$ cat src/sv/csfw_pkg.sv
// csfw_pkg: shared types and codes for the counting semaphore with fifo waiters
// used by csfw_wq and counting_semaphore_fifo_waiters_unit
// no dependencies
package csfw_pkg;

  // operation codes carried by in_mode
  typedef enum logic [2:0] {
    MODE_WAIT   = 3'd0,
    MODE_POST   = 3'd1,
    MODE_CANCEL = 3'd2,
    MODE_DELETE = 3'd3,
    MODE_CREATE = 3'd4
  } mode_t;

  // result codes carried by out_status
  typedef enum logic [3:0] {
    STS_ACQUIRED    = 4'd0,
    STS_QUEUED      = 4'd1,
    STS_WOULD_BLOCK = 4'd2,
    STS_GRANTED     = 4'd3,
    STS_INCREMENTED = 4'd4,
    STS_OVERFLOW    = 4'd5,
    STS_WOKEN_ERR   = 4'd6,
    STS_DELETED     = 4'd7,
    STS_CANCELLED   = 4'd8,
    STS_NOT_FOUND   = 4'd9,
    STS_INVALID     = 4'd10,
    STS_FULL        = 4'd11,
    STS_CREATED     = 4'd12
  } status_t;

  // configuration register indexes
  localparam logic CFG_MAX_COUNT     = 1'b0;
  localparam logic CFG_INITIAL_COUNT = 1'b1;

  // waiter queue commands, one per cycle
  typedef enum logic [2:0] {
    WQ_NOP   = 3'd0,
    WQ_PUSH  = 3'd1,  // write data at the tail, grow by one
    WQ_READ  = 3'd2,  // read entry at a logical index, data next cycle
    WQ_POP   = 3'd3,  // drop the head entry
    WQ_WRITE = 3'd4,  // overwrite entry at a logical index
    WQ_DROP  = 3'd5,  // drop the tail entry
    WQ_CLEAR = 3'd6   // empty the queue
  } wq_op_t;

  // sequencer states
  typedef enum logic [3:0] {
    SQ_IDLE,
    SQ_EXEC,
    SQ_POST_RD,
    SQ_CAN_RD,
    SQ_CAN_CMP,
    SQ_SH_RD,
    SQ_SH_WR,
    SQ_DEL_CHK,
    SQ_DEL_EMIT
  } seq_state_t;

endpackage

$ cat src/sv/counting_semaphore_fifo_waiters_unit.sv
// counting_semaphore_fifo_waiters_unit: counting semaphore with a fifo of waiting tasks
// depends on csfw_pkg and csfw_wq
//
// channel  direction  handshake           payload
// in       input      in_valid/in_stall   in_mode[2:0] in_task_id[7:0] in_no_wait
// out      output     out_valid/out_stall out_status[3:0] out_task_id_out[7:0]
//                                         out_count_out[15:0] out_last
// cfg      input      cfg_we (no wait)    cfg_index cfg_wdata[15:0]
//
// steps: create, wait, invalid and post without waiters pass accept and execute;
// post that grants a waiter adds one queue read; cancel visits each queued entry:
// each entry is either scanned (read, compare) or shifted down (read, write), as
// the single queue memory port pair allows; delete reads and reports each waiter
// in turn, then reports the delete; a new transaction
// is taken only once the last result is loaded
// reset is synchronous, active low: semaphore not live, count 0, queue empty
// out_stall holds the result register and the sequencer waits on it
module counting_semaphore_fifo_waiters_unit import csfw_pkg::*; #(
  parameter int unsigned MAX_WAITERS = 16
) (
  input  logic        clk,
  input  logic        rst_n,
  // input channel
  input  logic        in_valid,
  output logic        in_stall,
  input  logic [2:0]  in_mode,
  input  logic [7:0]  in_task_id,
  input  logic        in_no_wait,
  // result channel
  output logic        out_valid,
  input  logic        out_stall,
  output logic [3:0]  out_status,
  output logic [7:0]  out_task_id_out,
  output logic [15:0] out_count_out,
  output logic        out_last,
  // configuration port
  input  logic        cfg_we,
  input  logic        cfg_index,
  input  logic [15:0] cfg_wdata
);

  localparam int unsigned CW = $clog2(MAX_WAITERS + 1);

  // configuration registers
  logic [15:0] max_count_r;
  logic [15:0] initial_count_r;

  // semaphore state
  seq_state_t  state_r, state_nxt;
  logic [15:0] sem_count_r, sem_count_nxt;
  logic [15:0] held_max_r, held_max_nxt;
  logic        live_r, live_nxt;
  logic [CW-1:0] idx_r, idx_nxt;

  // latched transaction
  logic [2:0]  mode_r;
  logic [7:0]  tid_r;
  logic        nowait_r;

  // result register
  logic        out_valid_r;
  logic [3:0]  out_status_r;
  logic [7:0]  out_tid_r;
  logic [15:0] out_count_r;
  logic        out_last_r;

  // result to load this cycle
  logic        emit;
  status_t     em_status;
  logic [7:0]  em_tid;
  logic [15:0] em_count;
  logic        em_last;

  // queue command
  wq_op_t        wq_op;
  logic [CW-1:0] wq_idx;
  logic [7:0]    wq_wdata;
  logic [CW-1:0] wq_occ;
  logic [7:0]    wq_rd_data;

  logic        in_accept;
  logic        can_emit;
  logic        create_bad;

  assign in_stall  = (state_r != SQ_IDLE);
  assign in_accept = in_valid && !in_stall;
  // result register is free or drains this cycle
  assign can_emit  = !out_valid_r || !out_stall;
  assign create_bad = live_r || (max_count_r == '0) || (initial_count_r > max_count_r);

  csfw_wq #(
    .MAX_WAITERS(MAX_WAITERS)
  ) u_wq (
    .clk     (clk),
    .rst_n   (rst_n),
    .op      (wq_op),
    .idx     (wq_idx),
    .wdata   (wq_wdata),
    .occ     (wq_occ),
    .rd_data (wq_rd_data)
  );

  // push stores the caller, shift rewrites the entry just read
  assign wq_wdata = (wq_op == WQ_PUSH) ? tid_r : wq_rd_data;

  // configuration writes
  always_ff @(posedge clk) begin
    if (!rst_n) begin
      max_count_r     <= 16'd1;
      initial_count_r <= '0;
    end else if (cfg_we) begin
      case (cfg_index)
        CFG_MAX_COUNT:     max_count_r     <= cfg_wdata;
        CFG_INITIAL_COUNT: initial_count_r <= cfg_wdata;
        default: ;
      endcase
    end
  end

  // latch the accepted transaction
  always_ff @(posedge clk) begin
    if (in_accept) begin
      mode_r   <= in_mode;
      tid_r    <= in_task_id;
      nowait_r <= in_no_wait;
    end
  end

  // sequencer
  always_comb begin
    state_nxt     = state_r;
    sem_count_nxt = sem_count_r;
    held_max_nxt  = held_max_r;
    live_nxt      = live_r;
    idx_nxt       = idx_r;
    wq_op         = WQ_NOP;
    wq_idx        = idx_r;
    emit          = 1'b0;
    em_status     = STS_INVALID;
    em_tid        = '0;
    em_count      = sem_count_r;
    em_last       = 1'b1;

    case (state_r)
      SQ_IDLE: begin
        if (in_accept) begin
          state_nxt = SQ_EXEC;
        end
      end

      SQ_EXEC: begin
        if (mode_r == MODE_CREATE) begin
          if (can_emit) begin
            emit      = 1'b1;
            state_nxt = SQ_IDLE;
            if (!create_bad) begin
              em_status     = STS_CREATED;
              em_count      = initial_count_r;
              sem_count_nxt = initial_count_r;
              held_max_nxt  = max_count_r;
              live_nxt      = 1'b1;
              wq_op         = WQ_CLEAR;
            end
          end
        end else if (!live_r || mode_r > MODE_CREATE) begin
          // unknown codes and anything on a dead semaphore
          if (can_emit) begin
            emit      = 1'b1;
            state_nxt = SQ_IDLE;
          end
        end else begin
          case (mode_r)
            MODE_WAIT: begin
              if (can_emit) begin
                emit      = 1'b1;
                em_tid    = tid_r;
                state_nxt = SQ_IDLE;
                if (sem_count_r != '0) begin
                  em_status     = STS_ACQUIRED;
                  sem_count_nxt = sem_count_r - 16'd1;
                  em_count      = sem_count_nxt;
                end else if (nowait_r) begin
                  em_status = STS_WOULD_BLOCK;
                end else if (wq_occ == CW'(MAX_WAITERS)) begin
                  em_status = STS_FULL;
                end else begin
                  em_status = STS_QUEUED;
                  wq_op     = WQ_PUSH;
                end
              end
            end
            MODE_POST: begin
              if (wq_occ != '0) begin
                // fetch the oldest waiter
                wq_op     = WQ_READ;
                wq_idx    = '0;
                state_nxt = SQ_POST_RD;
              end else if (can_emit) begin
                emit      = 1'b1;
                state_nxt = SQ_IDLE;
                if (sem_count_r < held_max_r) begin
                  em_status     = STS_INCREMENTED;
                  sem_count_nxt = sem_count_r + 16'd1;
                  em_count      = sem_count_nxt;
                end else begin
                  em_status = STS_OVERFLOW;
                end
              end
            end
            MODE_CANCEL: begin
              idx_nxt   = '0;
              state_nxt = SQ_CAN_RD;
            end
            default: begin
              // delete
              state_nxt = SQ_DEL_CHK;
            end
          endcase
        end
      end

      SQ_POST_RD: begin
        if (can_emit) begin
          emit      = 1'b1;
          em_status = STS_GRANTED;
          em_tid    = wq_rd_data;
          wq_op     = WQ_POP;
          state_nxt = SQ_IDLE;
        end
      end

      // cancel scan: read one entry, compare it next cycle
      SQ_CAN_RD: begin
        if (idx_r == wq_occ) begin
          if (can_emit) begin
            emit      = 1'b1;
            em_status = STS_NOT_FOUND;
            em_tid    = tid_r;
            state_nxt = SQ_IDLE;
          end
        end else begin
          wq_op     = WQ_READ;
          state_nxt = SQ_CAN_CMP;
        end
      end

      SQ_CAN_CMP: begin
        idx_nxt = idx_r + CW'(1);
        if (wq_rd_data == tid_r) begin
          state_nxt = SQ_SH_RD;
        end else begin
          state_nxt = SQ_CAN_RD;
        end
      end

      // close the gap: move each later entry down by one, then drop the tail
      SQ_SH_RD: begin
        if (idx_r == wq_occ) begin
          if (can_emit) begin
            emit      = 1'b1;
            em_status = STS_CANCELLED;
            em_tid    = tid_r;
            wq_op     = WQ_DROP;
            state_nxt = SQ_IDLE;
          end
        end else begin
          wq_op     = WQ_READ;
          state_nxt = SQ_SH_WR;
        end
      end

      SQ_SH_WR: begin
        wq_op     = WQ_WRITE;
        wq_idx    = idx_r - CW'(1);
        idx_nxt   = idx_r + CW'(1);
        state_nxt = SQ_SH_RD;
      end

      // delete: wake waiters oldest first, then report
      SQ_DEL_CHK: begin
        if (wq_occ != '0) begin
          wq_op     = WQ_READ;
          wq_idx    = '0;
          state_nxt = SQ_DEL_EMIT;
        end else if (can_emit) begin
          emit          = 1'b1;
          em_status     = STS_DELETED;
          em_count      = '0;
          sem_count_nxt = '0;
          live_nxt      = 1'b0;
          wq_op         = WQ_CLEAR;
          state_nxt     = SQ_IDLE;
        end
      end

      SQ_DEL_EMIT: begin
        if (can_emit) begin
          emit      = 1'b1;
          em_status = STS_WOKEN_ERR;
          em_tid    = wq_rd_data;
          em_last   = 1'b0;
          wq_op     = WQ_POP;
          state_nxt = SQ_DEL_CHK;
        end
      end

      default: state_nxt = SQ_IDLE;
    endcase
  end

  always_ff @(posedge clk) begin
    if (!rst_n) begin
      state_r     <= SQ_IDLE;
      sem_count_r <= '0;
      held_max_r  <= '0;
      live_r      <= 1'b0;
      idx_r       <= '0;
    end else begin
      state_r     <= state_nxt;
      sem_count_r <= sem_count_nxt;
      held_max_r  <= held_max_nxt;
      live_r      <= live_nxt;
      idx_r       <= idx_nxt;
    end
  end

  // result register
  always_ff @(posedge clk) begin
    if (!rst_n) begin
      out_valid_r <= 1'b0;
    end else if (emit) begin
      out_valid_r <= 1'b1;
    end else if (!out_stall) begin
      out_valid_r <= 1'b0;
    end
  end

  always_ff @(posedge clk) begin
    if (emit) begin
      out_status_r <= em_status;
      out_tid_r    <= em_tid;
      out_count_r  <= em_count;
      out_last_r   <= em_last;
    end
  end

  assign out_valid       = out_valid_r;
  assign out_status      = out_status_r;
  assign out_task_id_out = out_tid_r;
  assign out_count_out   = out_count_r;
  assign out_last        = out_last_r;

  // checks
  a_occ_bound: assert property (@(posedge clk) disable iff (!rst_n)
    wq_occ <= CW'(MAX_WAITERS))
    else $error("waiter occupancy above depth");

  a_dead_empty: assert property (@(posedge clk) disable iff (!rst_n)
    !live_r |-> wq_occ == '0)
    else $error("waiters present on a semaphore that is not live");

  a_accept_exec: assert property (@(posedge clk) disable iff (!rst_n)
    in_accept |=> state_r == SQ_EXEC)
    else $error("accepted transaction not executed");

  a_delete_clean: assert property (@(posedge clk) disable iff (!rst_n)
    emit && em_status == STS_DELETED |=> !live_r && sem_count_r == '0)
    else $error("delete left the semaphore live");

endmodule

$ cat src/sv/csfw_wq.sv
// csfw_wq: circular waiter queue, one memory port pair and a shared index adder
// depends on csfw_pkg (wq_op_t)
module csfw_wq import csfw_pkg::*; #(
  parameter int unsigned MAX_WAITERS = 16,
  localparam int unsigned AW = (MAX_WAITERS > 1) ? $clog2(MAX_WAITERS) : 1,
  localparam int unsigned CW = $clog2(MAX_WAITERS + 1)
) (
  input  logic          clk,
  input  logic          rst_n,
  input  wq_op_t        op,
  input  logic [CW-1:0] idx,
  input  logic [7:0]    wdata,
  output logic [CW-1:0] occ,
  output logic [7:0]    rd_data
);

  localparam int unsigned SW = AW + 1;

  logic [7:0]    mem [MAX_WAITERS];
  logic [AW-1:0] head_r, head_nxt;
  logic [CW-1:0] occ_r, occ_nxt;
  logic [7:0]    rd_data_r;
  logic [CW-1:0] sel_idx;
  logic [SW-1:0] sum;
  logic [SW-1:0] wrapped;
  logic [AW-1:0] phys;

  // logical to physical: head plus index, folded once past the depth
  always_comb begin
    sel_idx = (op == WQ_PUSH) ? occ_r : idx;
    sum     = {1'b0, head_r} + SW'(sel_idx);
    wrapped = (sum >= SW'(MAX_WAITERS)) ? sum - SW'(MAX_WAITERS) : sum;
    phys    = wrapped[AW-1:0];
  end

  always_comb begin
    head_nxt = head_r;
    occ_nxt  = occ_r;
    case (op)
      WQ_PUSH: occ_nxt = occ_r + CW'(1);
      WQ_POP: begin
        occ_nxt  = occ_r - CW'(1);
        head_nxt = (head_r == AW'(MAX_WAITERS - 1)) ? '0 : head_r + AW'(1);
      end
      WQ_DROP: occ_nxt = occ_r - CW'(1);
      WQ_CLEAR: begin
        occ_nxt  = '0;
        head_nxt = '0;
      end
      default: ;
    endcase
  end

  always_ff @(posedge clk) begin
    if (!rst_n) begin
      head_r <= '0;
      occ_r  <= '0;
    end else begin
      head_r <= head_nxt;
      occ_r  <= occ_nxt;
    end
  end

  always_ff @(posedge clk) begin
    if (op == WQ_PUSH || op == WQ_WRITE) begin
      mem[phys] <= wdata;
    end
    if (op == WQ_READ) begin
      rd_data_r <= mem[phys];
    end
  end

  assign occ     = occ_r;
  assign rd_data = rd_data_r;

endmodule

$ cat config.mk
export PLATFORM = sky130hd
export DESIGN_NAME = counting_semaphore_fifo_waiters_unit
export DESIGN_NICKNAME = d
export VERILOG_FILES = /design/src/sv/csfw_pkg.sv /design/src/sv/counting_semaphore_fifo_waiters_unit.sv /design/src/sv/csfw_wq.sv
export SDC_FILE = /design/constraint.sdc
export NUM_CORES = 1
export LEC_CHECK = 0
export BUFFER_PORTS_ARGS = -buffer_cell sky130_fd_sc_hd__buf_4
export CORE_ASPECT_RATIO = 0.5
export CORE_MARGIN = 1.5
export CORE_UTILIZATION = 60
export CTS_CLUSTER_DIAMETER = 200
export DETAILED_ROUTE_END_ITERATION = 8
export PLACE_DENSITY = 0.78
export SYNTH_ARGS = -nofsm -noshare
export SYNTH_HDL_FRONTEND = slang
export SYNTH_HIERARCHICAL = 1
export SYNTH_SLANG_ARGS = --single-unit
$ cat constraint.sdc
create_clock -name clk -period 8.3 [get_ports clk]
set_clock_uncertainty 0.15 [all_clocks]
set_input_delay 0.83 -clock clk [delete_from_list [all_inputs] [get_ports clk]]
set_output_delay 0.83 -clock clk [all_outputs]
set_load 0.02 [all_outputs]
==> metrics.md, run 1 <==
| Metric | Value |
|---|---|
| Chip height | about 110 µm |
| Status | complete, no violations |
| CP Capture Type | register |
| Vias in the first global route | 9690 |
| Starting Density | 60.90% |
| Post-route ant nets | 0 |
| Share of layout cells above drive strength 1 | ~14% |
| Worst vdd ir | roughly 0.14 mV |
| Number of buffers added on ports | 64 |
| # resized after CTS | 0 |
| Min setup slack post-route | ~1.5 ns |
| Area grow syn2layout | 10.78% |
| Number of H-tree levels | 1 |
| Hold Vio Cnt, Final | 0 |
| Remaining routing DRC violations | 0 |
| Core Box Area | 21590 µm² |
| Sink Count | 261 |
| Vias/cell | roughly 6.5 |
| Worst R2R Path Depth | 15 |
| Gr usage total | 30.68% |
| Crit path from | sem_count_r[1]$_SDFF_PN0_ |
| Actual slew at the worst max-slew pin | 1.180 ns |
| Fmax achieved | between 0.1 and 0.15 GHz |
| Setup TNS | 0 ns |
| Place WS | between 1.5 and 2 ns |
| Die area | 22860 µm² |
| Crit-path max FO | 16 |
| Syn_area_per_cell | around 11 µm² |
| Clock power frac | 40.3% |
| # IOs | 65 |
| Die X-Extent | 212.3 µm |
| DR iter-0 viols | between 1k and 1.5k |
| CTS Hold Bufs | 0 |
| # setup viols final | 0 |
| Finished Core Util | 67.47% |
| Sw power | 0.6457 mW |
| Post-Syn Area | 13150 µm² |
| Combinational power share | 8.0% |
| Critical Path RT | 8.31 ns |
| CTS root buf | clkbuf_16 |
| Final slew viol count | 0 |
| Crit path kind | reg2reg |
| DR vias | 10.02k |
| First-pass GRT wire length | 53390 µm |
| WL final | ~34000 µm |
| Num rows | 38 |
| Crit Reg-Reg Endpoint | u_wq/mem[7][5]$_DFFE_PP_ |
| Post-DP HPWL | 23580 µm |
| Switching share of power | 23.39% |
| First-pass detailed-route iteration total | 6 |
| Total Power | 2.760 mW |
| Period utilization | 81.37% |
| Slew margin rel. | roughly a fifth |
| Synthesis Warnings | 6 |
| Max_cap viols | 0 |
| Syn_nets | 1277 |
| TritonCTS clock tree | yes |
| Crit path time final | between 6 and 7 ns |
| Reg-to-Reg Start | sem_count_r[1]$_SDFF_PN0_ |
| Sequential Power Share | 51.7% |
| Clk Latency, worst-skew pair | 0.55 ns |
| Grt ovf | 0 |
| Clk buf depth | 3 |
| Post-synthesis instance total | 1198 |
| CTS clk-pin slew, worst paths | 0.07 ns |
| Routability congestion estimate | 0.9828 |
| Min-delay worst type | in2reg |
| Initial antenna violation count | 0 |
| Crit path arrival time | roughly 6.8 ns |
| RSZ-0062 raised after global routing | false |
| DR WL/cell | 22.23 µm |
| Leak | around 5.2 nW |
| CP Capture Point | u_wq/mem[7][5]$_DFFE_PP_ |
| Cell Int Power | between 2 and 2.5 mW |
| Diodes inserted | 0 |
| Post-CTS Setup Inserts | 0 |
| Nets | between 1k and 1.5k |
| CTS Buf Count | 23 |
| PD cells | about 190 nW/µm² |
| Worst reg-to-reg setup slack | 1.55 ns |
| Largest net degree at the start of global routing | 65 |
| WHS | 0.3071 ns |
| Crit start category | register |
## final cells by class
class                           count  area, µm²
Clock buffer                       28      594.3
Clock inverter                     14      178.9
Fill cell                        1642       7022
Inverter                           46      172.7
Multi-Input combinational cell    823       5728
Sequential cell                   261       6997
Tap cell                          300      375.4
Timing Repair Buffer               69      518.0
## power by group through the flow
| stage | sequential (mW) | combinational [mW] | clock, mW |
|---|---|---|---|
| floorplan | 1.45 | 0.134 | 0 |
| global placement | 1.45 | 0.209 | 0 |
| detailed placement | 1.45 | 0.214 | 0 |
| CTS | 1.43 | 0.215 | 1.13 |
| global route | 1.43 | 0.239 | 1.17 |
| finish | 1.43 | 0.221 | 1.11 |
## cells in the final DEF (no fill, tap or decap), types with 13 or more instances in the layout
master / count
a21oi_1: 123
and2_1: 13
buf_4: 69
clkbuf_16: 23
dfxtp_1: 84
edfxtp_1: 177
ha_1: 42
inv_1: 45
mux2_2: 14
mux4_2: 39
nand2_1: 137
nand3_1: 25
nand4_1: 15
nor2_1: 89
nor2b_1: 17
nor3_1: 28
nor4_1: 17
o21ai_0: 41
xor2_1: 18
## layer usage
| metal | share of wire (%) | wire (µm) | GRT usage, % |
|---|---|---|---|
| met5 | 0 | 0 | 0 |
| met4 | 3.1 | 1069 | 9.574 |
| met3 | 7.8 | 2687 | 5.193 |
| met2 | 49 | 16630 | 52.11 |
| met1 | 41 | 13880 | 40.68 |
## worst max-delay path, cell delays in order (launching register included)
cell	delay (ns)
dfxtp_1	0.38
inv_1	0.11
ha_1	0.18
nor4b_1	0.55
nand3_1	0.30
nor3_1	0.31
nand4_1	0.50
nand2_1	0.58
nor3b_4	0.37
mux2_2	0.40
ha_1	0.32
and3_1	0.16
a211oi_1	0.20
xnor3_1	0.63
nand3_1	0.27
nor3_1	0.96
## how the worst min path moves through the flow
stage | startpoint | cells after the start | end | slack (ns)
CTS | in_task_id[2] | 1 | tid_r[2]$_DFFE_PP_ | 0.29
finish | in_task_id[2] | 1 | tid_r[2]$_DFFE_PP_ | 0.31
detailed placement | u_wq/head_r[3]$_SDFFE_PN0P_ | 1 | u_wq/head_r[3]$_SDFFE_PN0P_ | 0.34
global placement | u_wq/head_r[3]$_SDFFE_PN0P_ | 1 | u_wq/head_r[3]$_SDFFE_PN0P_ | 0.33
floorplan | u_wq/head_r[3]$_SDFFE_PN0P_ | 1 | u_wq/head_r[3]$_SDFFE_PN0P_ | 0.30
global route | in_task_id[5] | 1 | tid_r[5]$_DFFE_PP_ | 0.29
## registers in the layout, indices dropped and copies added, names as in the netlist, 5 cells and up
register,flops
u_wq/mem,128
held_max_r,16
initial_count_r,16
max_count_r,16
out_count_out,16
sem_count_r,16
out_task_id_out,8
tid_r,8
u_wq/rd_data,8
idx_r,5
u_wq/occ,5
## per-stage QoR
stage	cell area, µm²	instances
2_1_floorplan	13150	1198
3_3_place_gp	13790	1499
3_5_place_dp	13790	1499
4_1_cts	14560	1541
5_1_grt	14560	1541
6_report	14560	1541
Note: power is estimated with default switching activity, not from simulation.
==> run 2, diff against run 1 <==
- ABC_AREA: not set -> 1
- CORE_UTILIZATION: 60 -> 56
- PLACE_DENSITY: 0.78 -> 0.77
- clock period: 8.3 -> 5.6 ns (I/O delays scaled with it)
==> metrics.md, run 2 <==
| Metric | Value |
|---|---|
| Max incr delay on CP | 0.52 ns (-0.44 ns) |
| Share of layout cells above drive strength 1 | 11.95% (-2.2 points) |
| Most flop-heavy register | u_wq/mem |
| # IOs | 65 (unchanged) |
| Vias in the first global route | 11.06k (+14%) |
| Remaining routing DRC violations | 0 (unchanged) |
| Critical Path RT | 5.62 ns (-2.69 ns) |
| Grt ovf | 0 (unchanged) |
| Met3 Usage GRT | 4.476% (-0.72 points) |
| First-pass detailed-route iteration total | 5 (-1) |
| Status | complete, no violations |
| # setup viols final | 0 (unchanged) |
| Crit path arrival time | 5.04 ns (-1.72 ns) |
| Clk buf depth | 3 (unchanged) |
| Post-synthesis instance total | 1559 (+30%) |
| DR iter-0 viols | 987 (-16%) |
| Met1 usage | 33.84% (-6.8 points) |
| WL final | 33890 µm (-1.1%) |
| Slowest cell on crit path | nor2_1 |
| Min-delay worst type | in2reg |
| Post-route ant nets | 0 (unchanged) |
| GRT busiest layer | met2 |
| Num rows | 39 (+2.6%) |
| Synthesis Warnings | 6 (unchanged) |
| Total Power | 4.283 mW (+55%) |
| Setup TNS | 0 ns (unchanged) |
| PD cells | 286.5 nW/µm² (+51%) |
| CTS root buf | clkbuf_16 |
| Core Box Area | 23130 µm² (+7.2%) |
| Multi-input logic area | 5572 µm² (-2.7%) |
| Clk Latency, worst-skew pair | 0.55 ns (about the same) |
| Starting Density | 57.96% (-2.9 points) |
| CP Capture Type | register |
| CTS Buf Count | 23 (unchanged) |
| Slew margin rel. | 21.35% (+0.63 points) |
| Chip height | 112.4 µm (+4.4%) |
| CP most frequent cell | nand2_1 |
| Period utilization | 89.63% (+8.3 points) |
| Area grow syn2layout | 11.50% |
| Crit path kind | reg2reg |
| CTS Hold Bufs | 0 (unchanged) |
| Crit-path max FO | 18 (+2) |
| First-pass GRT wire length | 55080 µm (+3.2%) |
| Max_cap viols | 0 (unchanged) |
| Syn_area_per_cell | 8.599 µm² (-22%) |
| # resized after CTS | 0 (unchanged) |
| Crit path time final | 5.020 ns (-1.734 ns) |
| Number of H-tree levels | 1 (unchanged) |
| Register area | 6997 µm² (unchanged) |
| Routability congestion estimate | 0.9306 (-5.3%) |
| Leak | 6.125 nW (+19%) |
| Cell family with most CP delay | simple AND/OR/NAND/NOR gates |
| Max reg flops | 128 (unchanged) |
| Die X-Extent | 221.8 µm (+4.5%) |
| Post-Syn Area | 13410 µm² (+2.0%) |
| Vias/cell | 5.742 (-12%) |
| Largest net degree at the start of global routing | 59 (-9.2%) |
| Critical path, cell by cell | inv_1, ha_1, nand2_1, nor4_2, nand2_1, nand2_1, nand2_1, nand4_2, nor2_2, inv_1, nand3_1, inv_2, nand3_2, mux2_2, ha_1, inv_1, fa_1, xor2_2, inv_2, nand3_2, nor2_1 |
| Final slew viol count | 0 (unchanged) |
| Actual slew at the worst max-slew pin | 1.171 ns (-0.009394 ns) |
| Syn_nets | 1638 (+28%) |
| DR vias | 11.13k (+11%) |
| CTS clk-pin slew, worst paths | 0.07 ns (about the same) |
| DR WL/cell | 17.48 µm (-21%) |
| Post-CTS Setup Inserts | 0 (unchanged) |
| Number of buffers added on ports | 64 (unchanged) |
| Commonest non-fill, non-tap cells in the layout | 433 x nand2_1, 177 x edfxtp_1, 144 x nor2_1 |
| Die area | 24930 µm² (+9.1%) |
| Nets | 1697 (+30%) |
| TritonCTS clock tree | yes |
| Dpl cells | 1900 (+27%) |
| Crit start category | register |
| Initial antenna violation count | 0 (unchanged) |
| Non-Filler Instances | 1939 (+26%) |
| Post-DP HPWL | 24290 µm (+3.0%) |
| GR Layer Usage met2 | 48.43% (-3.7 points) |
| Fmax achieved | 0.1992 GHz (+35%) |
| RSZ-0062 raised after global routing | false |
| Fillers | 1901 (+16%) |
| Commonest non-fill, non-tap cell in the layout | nand2_1 |
| Gr usage total | 27.56% (-3.1 points) |
| Hold Vio Cnt, Final | 0 (unchanged) |
| Diodes inserted | 0 (unchanged) |
| Worst vdd ir | 0.1802 mV (+29%) |
| CP bufs+invs | 5 (+4) |
| Sink Count | 261 (unchanged) |
-- run 2: final timing paths --
check                           slack [ns]                         endpoint  cells after the start                       startpoint
worst min register to register        0.34  initial_count_r[0]$_SDFFE_PN0P_                      2  initial_count_r[0]$_SDFFE_PN0P_
worst min-delay path                  0.04               nowait_r$_DFFE_PP_                      1                       in_no_wait
worst max-delay path                  0.58         u_wq/mem[7][2]$_DFFE_PP_                     21     max_count_r[15]$_SDFFE_PN0P_
worst max register to register        0.58         u_wq/mem[7][2]$_DFFE_PP_                     21     max_count_r[15]$_SDFFE_PN0P_
-- run 2: metal layers --
layer | wire [µm] | part of all wire (%)
met1 | 14110 | 42
met3 | 1978 | 5.8
met5 | 0 | 0
met4 | 1419 | 4.2
met2 | 16380 | 48
-- run 2: worst register-to-register path, stage by stage, from the launching register on --
cell,delay (ns)
dfxtp_1,0.34
inv_1,0.08
ha_1,0.31
nand2_1,0.10
nor4_2,0.37
nand2_1,0.09
nand2_1,0.07
nand2_1,0.09
nand4_2,0.10
nor2_2,0.05
inv_1,0.13
nand3_1,0.19
inv_2,0.15
nand3_2,0.15
mux2_2,0.27
ha_1,0.17
inv_1,0.07
fa_1,0.47
xor2_2,0.32
inv_2,0.32
nand3_2,0.16
nor2_1,0.52
-- run 2: cell type report --
class	count	share of cell area (%)
Clock buffer	32	4.570
Clock inverter	7	0.5106
Inverter	158	4.001
Multi-Input combinational cell	1089	37.27
Sequential cell	261	46.81
Tap cell	307	2.570
Timing Repair Buffer	85	4.269
-- run 2: power by group --
part	switching (mW)	internal, mW	total (mW)	leakage (nW)
combinational	0.358	0.174	0.532	3.46
sequential	0.0420	2.10	2.14	2.30
clock	0.704	0.904	1.61	0.371
total	1.10	3.18	4.28	6.12
-- run 2: metrics by stage --
step,worst slack (ns),hold WS [ns],utilization [%],area (µm²)
2_1_floorplan,1.107,0.2973,-,13410
3_3_place_gp,0.8729,0.3262,61.34,14190
3_5_place_dp,0.6218,0.3306,61.34,14190
4_1_cts,0.5636,0.02625,64.63,14950
5_1_grt,0.1310,0.02649,64.63,14950
6_report,0.5805,0.04333,64.63,14950
